## src/design/indexed_shift_insert_table_assert.svh

```systemverilog
// Assertion macros shared by the indexed shift-insert table design.
`ifndef INDEXED_SHIFT_INSERT_TABLE_ASSERT_SVH
`define INDEXED_SHIFT_INSERT_TABLE_ASSERT_SVH

// The consequent must hold in the same cycle as the antecedent.
`define ISIT_ASSERT_SAME(label, clk, rst, ante, cons, msg) \
   label: assert property (@(posedge clk) disable iff (rst) (ante) |-> (cons)) \
      else $error(msg);

// The consequent must hold in the cycle after the antecedent.
`define ISIT_ASSERT_NEXT(label, clk, rst, ante, cons, msg) \
   label: assert property (@(posedge clk) disable iff (rst) (ante) |=> (cons)) \
      else $error(msg);

`endif

```

## src/design/isit_pkg.sv

```systemverilog
// Types and constants shared by the indexed shift-insert table modules.
package isit_pkg;

   localparam int DEPTH_DEF = 64;
   localparam int ENTRY_W   = 64;
   localparam int POS_W     = 6;
   localparam int CNT_W     = 7;
   localparam int STAT_W    = 2;
   // Compare width wide enough for any cell index the depth range allows.
   localparam int CMP_W     = 11;

   typedef enum logic [2:0] {
      REQ_UPDATE = 3'd0,
      REQ_INSERT = 3'd1,
      REQ_MOVE   = 3'd2,
      REQ_REMOVE = 3'd3,
      REQ_CLEAR  = 3'd4,
      REQ_READ   = 3'd5
   } req_kind_type;

   typedef enum logic [STAT_W-1:0] {
      ST_OK    = 2'd0,
      ST_RANGE = 2'd1,
      ST_FULL  = 2'd2
   } status_type;

   // What the cell row does: hold, write, insert, shift down, shift up or remove.
   typedef enum logic [2:0] {
      CELL_HOLD,
      CELL_WRITE,
      CELL_INSERT,
      CELL_SHIFT_DOWN,
      CELL_SHIFT_UP,
      CELL_REMOVE
   } cell_op_type;

   // Command broadcast to every cell of the row.
   typedef struct packed {
      cell_op_type          op;
      logic [POS_W-1:0]     pos;
      logic [POS_W-1:0]     tgt;
      logic [CNT_W-1:0]     count;
      logic [ENTRY_W-1:0]   data;
   } cell_cmd_type;

endpackage

```

## src/design/isit_cell.sv

```systemverilog
// One cell of the table: holds a single entry and picks its next value.
module isit_cell
   import isit_pkg::*;
#(
   parameter int INDEX = 0
) (
   input  logic                clock,
   input  cell_cmd_type        cmd,
   input  logic [ENTRY_W-1:0]  lower_q,
   input  logic [ENTRY_W-1:0]  upper_q,
   output logic [ENTRY_W-1:0]  q
);

   localparam logic [CMP_W-1:0] IDX = CMP_W'(INDEX);

   logic [ENTRY_W-1:0] entry_ff;
   logic [ENTRY_W-1:0] entry_in;
   logic [CMP_W-1:0]   pos_w;
   logic [CMP_W-1:0]   tgt_w;
   logic [CMP_W-1:0]   cnt_w;
   logic               load;
   logic               take_lower;
   logic               take_upper;

   assign pos_w = CMP_W'(cmd.pos);
   assign tgt_w = CMP_W'(cmd.tgt);
   assign cnt_w = CMP_W'(cmd.count);

   // Decide from the broadcast command where this cell takes its data.
   always_comb begin
      load       = 1'b0;
      take_lower = 1'b0;
      take_upper = 1'b0;
      case (cmd.op)
         CELL_WRITE: begin
            load = (IDX == pos_w);
         end
         CELL_INSERT: begin
            load       = (IDX == pos_w);
            take_lower = (IDX > pos_w) && (IDX <= cnt_w);
         end
         CELL_SHIFT_DOWN: begin
            load       = (IDX == tgt_w);
            take_upper = (IDX >= pos_w) && (IDX < tgt_w);
         end
         CELL_SHIFT_UP: begin
            load       = (IDX == tgt_w);
            take_lower = (IDX > tgt_w) && (IDX <= pos_w);
         end
         CELL_REMOVE: begin
            take_upper = (IDX >= pos_w) && ((IDX + CMP_W'(1)) < cnt_w);
         end
         default: begin
            load = 1'b0;
         end
      endcase
   end

   // Next value of the entry.
   always_comb begin
      if (load) begin
         entry_in = cmd.data;
      end else if (take_lower) begin
         entry_in = lower_q;
      end else if (take_upper) begin
         entry_in = upper_q;
      end else begin
         entry_in = entry_ff;
      end
   end

   always_ff @(posedge clock) begin
      entry_ff <= entry_in;
   end

   assign q = entry_ff;

endmodule

```

## config.mk

```make
export PLATFORM = sky130hd
export DESIGN_NAME = isit_cell
export DESIGN_NICKNAME = d
export VERILOG_FILES = /design/src/design/indexed_shift_insert_table_assert.svh /design/src/design/isit_pkg.sv /design/src/design/isit_cell.sv
export SDC_FILE = /design/constraint.sdc
export NUM_CORES = 1
export LEC_CHECK = 0
export BUFFER_PORTS_ARGS = -buffer_cell sky130_fd_sc_hd__buf_2
export CAP_MARGIN = 10
export CORE_AREA = 2 2 109 111
export DETAILED_ROUTE_END_ITERATION = 7
export DIE_AREA = 0 0 111 113
export PLACE_DENSITY = 0.59
export SKIP_LAST_GASP = 1
export SLEW_MARGIN = 0
export SYNTH_ARGS = -nofsm -noshare
export SYNTH_HDL_FRONTEND = slang
export SYNTH_SLANG_ARGS = --single-unit
```

## constraint.sdc

```tcl
create_clock -name clock -period 6.2 [get_ports clock]
set_clock_uncertainty 0.05 [all_clocks]
set_input_delay 0.62 -clock clock [delete_from_list [all_inputs] [get_ports clock]]
set_output_delay 0.62 -clock clock [all_outputs]
set_load 0.01 [all_outputs]
```

==> out/qor.yml, run 1 <==
status:
  status: "completed"
setup_path:
  worstPathCellList: "buf_2, nor4_1, nand3_1, nor3b_1, or4_4, buf_4, mux2_2"
  path_buf_inv: 2
  slowest_stage: "buf_4"
  crit_path_max_fanout: 33
  end_kind: "flop"
  cp_slowest_stage_delay_ps: 580
  crit_required_ps: 6210
  worstSetupPathType: "primary input to flop"
  start_kind: "primary input"
  crit_family: "simple AND/OR/NAND/NOR gates"
  cp.arrival_ps: 3120
timing:
  max_freq_mhz: 322
  layout_min_cycle_time_ps: 3110
  final_hold_viol_count: 0
  setup_viol: 0
  slew_violations: 0
  slew_headroom_pct: 34.1
  min_period_over_period_pct: 50.1
  worst_pin_slew_ps: 989
  rsz0062_at_grt: "no"
  setup_tns_ps: 0
cts:
  cts_buffer_depth: 2
  h-tree-depth: 3
  cts.repair.resized: 0
  postCtsSetupBuffers: 0
  cts_root_buf: "clkbuf_16"
  numCtsBuffers: 9
  clk_pin_slew_ps: 50
  tritoncts: "done"
  cts.sinks: 64
  hold_buffers: 0
place:
  gp_congestion: 0.772
  portBuffers: 213
  place_hpwl_mm: 5.63
pwr:
  powerDensity_nw_per_um2: 232
  clock_power_share_pct: 44.6
  swShare_pct: 18.7
  vdd_drop_max_mv: 0.0842
  power_frac_comb_pct: 9.4
  seqPwrFrac_pct: 46.0
  power.internal_w: 0.000858
  power_leakage_nw: 2.03
  netSwitchingPower_w: 0.000197
final_layout:
  n_antenna_cell: 0
  layout-drive-gt1-share_pct: 77.0
  fin_nets: 592
  syn2layout_area_growth_pct: 45.6
  num-fill-cells: 1062
  fin_util_pct: 40.4
  largest_reg_flops: 64
synth:
  synth_warnings: 0
  synth_top_family_by_area: "multiplexers"
  synth-xor-area-share_pct: 0
  synthMuxAreaShare_pct: 30.2
  synth_fa_ha_area_share_pct: 0
  synth_nets: 373
  synth-simple-area-share_pct: 3.48
  synth_area_leaders: "edfxtp_1 61%, mux2_4 29%, buf_12 3.8%"
  synth_seq_cells: 64
  syn_inst: 158
  yosysUniqueCellTypes: 18
  yosysTopAreaCell: "edfxtp_1"
  synth.top_cell.area_share_pct: 61.4
  synth-seq-area-share_pct: 61.4
  syn_area_sq_um: 3130
  syn_area_per_cell_sq_um: 19.8
  synth_compound_area_share_pct: 0.640
die:
  core_sq_um: 11300
  die_area_sq_um: 12500
  io_pins: 279
  die-width_um: 111
  num_rows: 39
  die_y_um: 113
  start_util_pct: 27.8
route:
  detail-route-antenna-nets: 0
  routedWlPerCell_um: 13.9
  dr.pass1.iters: 4
  vias: 2201
  via_per_inst: 4.19
  wirelength_mm: 7.28
  drc: 0
  first_iter_violations: 39
global_route:
  grt_use_total_pct: 11.6
  first_global_vias: 2368
  antenna_found_initial: 0
  grt_pass1_wl_mm: 11.3
  grt_max_degree: 36
  overflow: 0
run:
  maxCapViolations: 0
hold_path:
  hp-class: "primary input to flop"
[per-layer routing]
layer  track usage (%)  share of wire (%)
met5                 0                  0
met4              4.75               0.82
met3              3.86                8.8
met2              20.4                 51
met1              12.9                 39
[area by class of cell]
cell class	instances	area [sq um]	area share, %
Clock buffer	11	233	5.11
Multi-Input combinational cell	87	1090	24.0
Sequential cell	64	1920	42.2
Clock inverter	5	47.5	1.04
Timing Repair Buffer	215	1080	23.7
Tap cell	143	179	3.93
[layout by cell type (no fill, tap or decap), types with 2 or more instances in the layout]
master	n
buf_2	213
edfxtp_1	64
mux2_4	60
clkbuf_16	9
nor2_1	6
mux2_2	4
nand2_1	3
nor4_1	2
nand3_1	2
nor4b_1	2
clkinv_1	2
clkinv_2	2
clkbuf_1	2
buf_4	2
[worst paths after layout]
kind	from	slack, ps	cells after the start	to
setup / recovery	cmd[72]	3090	7	q[63]
hold / removal	cmd[23]	550	2	q[23]
[synth_stat cells (all sizes together)]
library cell  count
a22oi             1
a31oi             1
and3              1
buf               7
edfxtp           64
mux2             64
nand2             3
nand3             2
nor2              6
nor3              1
nor3b             1
nor4              2
nor4b             2
o22ai             1
or2b              1
or4               1
[metrics by stage]
stage          std cells  instance area, sq um  hold WS [ps]  power (W)  setup WS (ps)
2_1_floorplan        158                  3130           787   0.000537           1300
3_3_place_gp         509                  4270           871   0.000592           2810
6_report             525                  4550           549    0.00106           3090
4_1_cts              525                  4550           533    0.00108           3050
5_1_grt              525                  4550           532    0.00111           2940
3_5_place_dp         509                  4270           874   0.000595           2710
[power groups by stage]
stage               combinational [W]  sequential [W]  clock, W
floorplan                   0.0000392        0.000498         0
global placement            0.0000983        0.000494         0
detailed placement           0.000101        0.000494         0
CTS                          0.000101        0.000485  0.000489
global route                 0.000109        0.000485  0.000514
finish                      0.0000995        0.000486  0.000470
[cells by family after synthesis]
kind of cell    count (synthesis)
flops                          64
compound gates                  3
buf+inv                         7
simple gates                   20
mux                            64
(Power assumes the default switching activity.)
==> run 2: changes to the inputs <==
Settings changed: CORE_AREA 2 2 109 111 to 2 2 108 110, DIE_AREA 0 0 111 113 to 0 0 110 112, PLACE_DENSITY 0.59 to 0.62.
Clock period 6.2 ns to 2.6 ns, I/O delays scaled along.
==> out/qor.yml, run 2 (synthesis gave the netlist of run 1 again) <==
die:
  die_area_sq_um: 12300  # -1.8%
  die_y_um: 112  # -0.88%
  die-width_um: 110  # -0.90%
  core_sq_um: 11200  # -0.87%
  num_rows: 39  # unchanged
  start_util_pct: 28.0  # +0.24 points
  io_pins: 279  # unchanged
route:
  wl_met2_mm: 3.81  # +1.7%
  dr.pass1.iters: 4  # unchanged
  vias: 2233  # +1.5%
  first_iter_violations: 49  # +26%
  maxUsedRoutingLayer: "met4"
  met1Wirelength_mm: 2.70  # -4.9%
  wirelength_mm: 7.31  # +0.30%
  detail-route-antenna-nets: 0  # unchanged
  wl_met3_um: 711  # +11%
  routedWlPerCell_um: 13.9  # about the same
  drc: 0  # unchanged
  via_per_inst: 4.24  # +1.1%
cts:
  hold_buffers: 0  # unchanged
  numCtsBuffers: 9  # unchanged
  clk_pin_slew_ps: 60  # about the same
  tritoncts: "done"
  cts.sinks: 64  # unchanged
  h-tree-depth: 3  # unchanged
  cts_buffer_depth: 2  # unchanged
  cts.repair.resized: 0  # unchanged
  postCtsSetupBuffers: 0  # unchanged
  cts_root_buf: "clkbuf_16"
pwr:
  powerDensity_nw_per_um2: 571  # +150%
  power_frac_comb_pct: 9.1  # -0.3 points
  swShare_pct: 18.7  # +0.022 points
  power.internal_w: 0.00215  # +150%
  seqPwrFrac_pct: 43.7  # -2.3 points
  netSwitchingPower_w: 0.000496  # +150%
  clock_power_share_pct: 47.3  # +2.7 points
  vdd_drop_max_mv: 0.326  # +290%
  p_total_w: 0.00265  # +150%
  power_leakage_nw: 2.06  # +1.5%
timing:
  worst_pin_slew_ps: 401  # -588 ps
  rsz0062_at_grt: "no"
  min_period_over_period_pct: 76.8
  max_freq_mhz: 501
  setup_viol: 0  # unchanged
  fin_ws_ps: 602  # -2490 ps
  setup_tns_ps: 0  # unchanged
  final_hold_viol_count: 0  # unchanged
  slew_headroom_pct: 73.3  # +39 points
  layout_min_cycle_time_ps: 2000
  slew_violations: 0  # unchanged
place:
  place_ws_ps: 259  # -2450 ps
  place_hpwl_mm: 5.74  # +2.0%
  dpl-instance-area_sq_um: 4330  # +1.2%
  gp_congestion: 0.678  # -12%
  portBuffers: 213  # unchanged
setup_path:
  start_kind: "primary input"
  crit_required_ps: 2620  # -3590 ps
  worstSetupPathType: "primary input to flop"
  crit_path_max_fanout: 26  # -21%
  cp.arrival_ps: 2010  # -1110 ps
  end_kind: "flop"
final_layout:
  layout_common_cells: "213 x buf_2, 64 x edfxtp_1, 60 x mux2_4"
  syn2layout_area_growth_pct: 48.4
  design_area_sq_um: 4640  # +1.9%
  layout-drive-gt1-share_pct: 77.6  # +0.64 points
  largest_reg_flops: 64  # unchanged
  layout_commonest_cell: "buf_2"
  n_antenna_cell: 0  # unchanged
  fin_nets: 594  # +0.34%
hold_path:
  hp-class: "primary input to flop"
  min_path_cells: 2  # unchanged
status:
  status: "completed"
global_route:
  grt_max_degree: 34  # -5.6%
  grt_use_total_pct: 11.5  # -0.13 points
  antenna_found_initial: 0  # unchanged
  overflow: 0  # unchanged
  first_global_vias: 2221  # -6.2%
  grt_pass1_wl_mm: 10.5  # -7.1%
run:
  maxCapViolations: 0  # unchanged
==> run 2: cell types whose count changed in the layout (fill, tap and decap cells not counted) <==
cell and delta:
buf_12 +3, buf_4 -1, bufinv_16 +1, clkinv_1 -2
clkinv_2 -1, clkinv_4 +1, clkinvlp_4 +1
==> run 2: metrics by stage <==
stage	hold slack [ps]	util [%]	instances
6_report	186	41.5	527
4_1_cts	169	41.5	527
5_1_grt	169	41.5	527
3_3_place_gp	512	38.7	511
3_5_place_dp	514	38.7	511
2_1_floorplan	427	-	158
==> run 2: worst max-delay path, cell delays in order <==
cell     delay (ps)
buf_2           100
nor4_1          370
nand3_1         160
nor3b_1         220
or4_4           280
buf_12          250
mux2_2          360
==> run 2: routing by layer <==
layer,GRT usage [%],vias up
li1,-,1063
met1,11.7,1040
met2,20.9,125
met3,4.39,5
met4,3.80,0
met5,0,-
==> run 2: area by class of cell <==
type | count | area, sq um
fillers | 1069 | 6530
clock buffers | 11 | 233
multi-input cells | 87 | 1090
flip-flops and latches | 64 | 1920
repair buffers | 217 | 1130
well taps | 143 | 179
clock inverters | 5 | 81.3
==> run 2: path summary, 6_finish.rpt <==
| check | end | slack (ps) | startpoint |
|---|---|---|---|
| setup / recovery | q[63] | 600 | cmd[72] |
| hold / removal | q[12] | 190 | cmd[12] |
==> run 2: power by group through the flow <==
stage          Sequential, W  Combinational, W  Clock [W]
2_1_floorplan        0.00119         0.0000940          0
3_3_place_gp         0.00118          0.000236          0
3_5_place_dp         0.00118          0.000243          0
4_1_cts              0.00116          0.000244    0.00130
5_1_grt              0.00116          0.000261    0.00136
6_report             0.00116          0.000240    0.00125
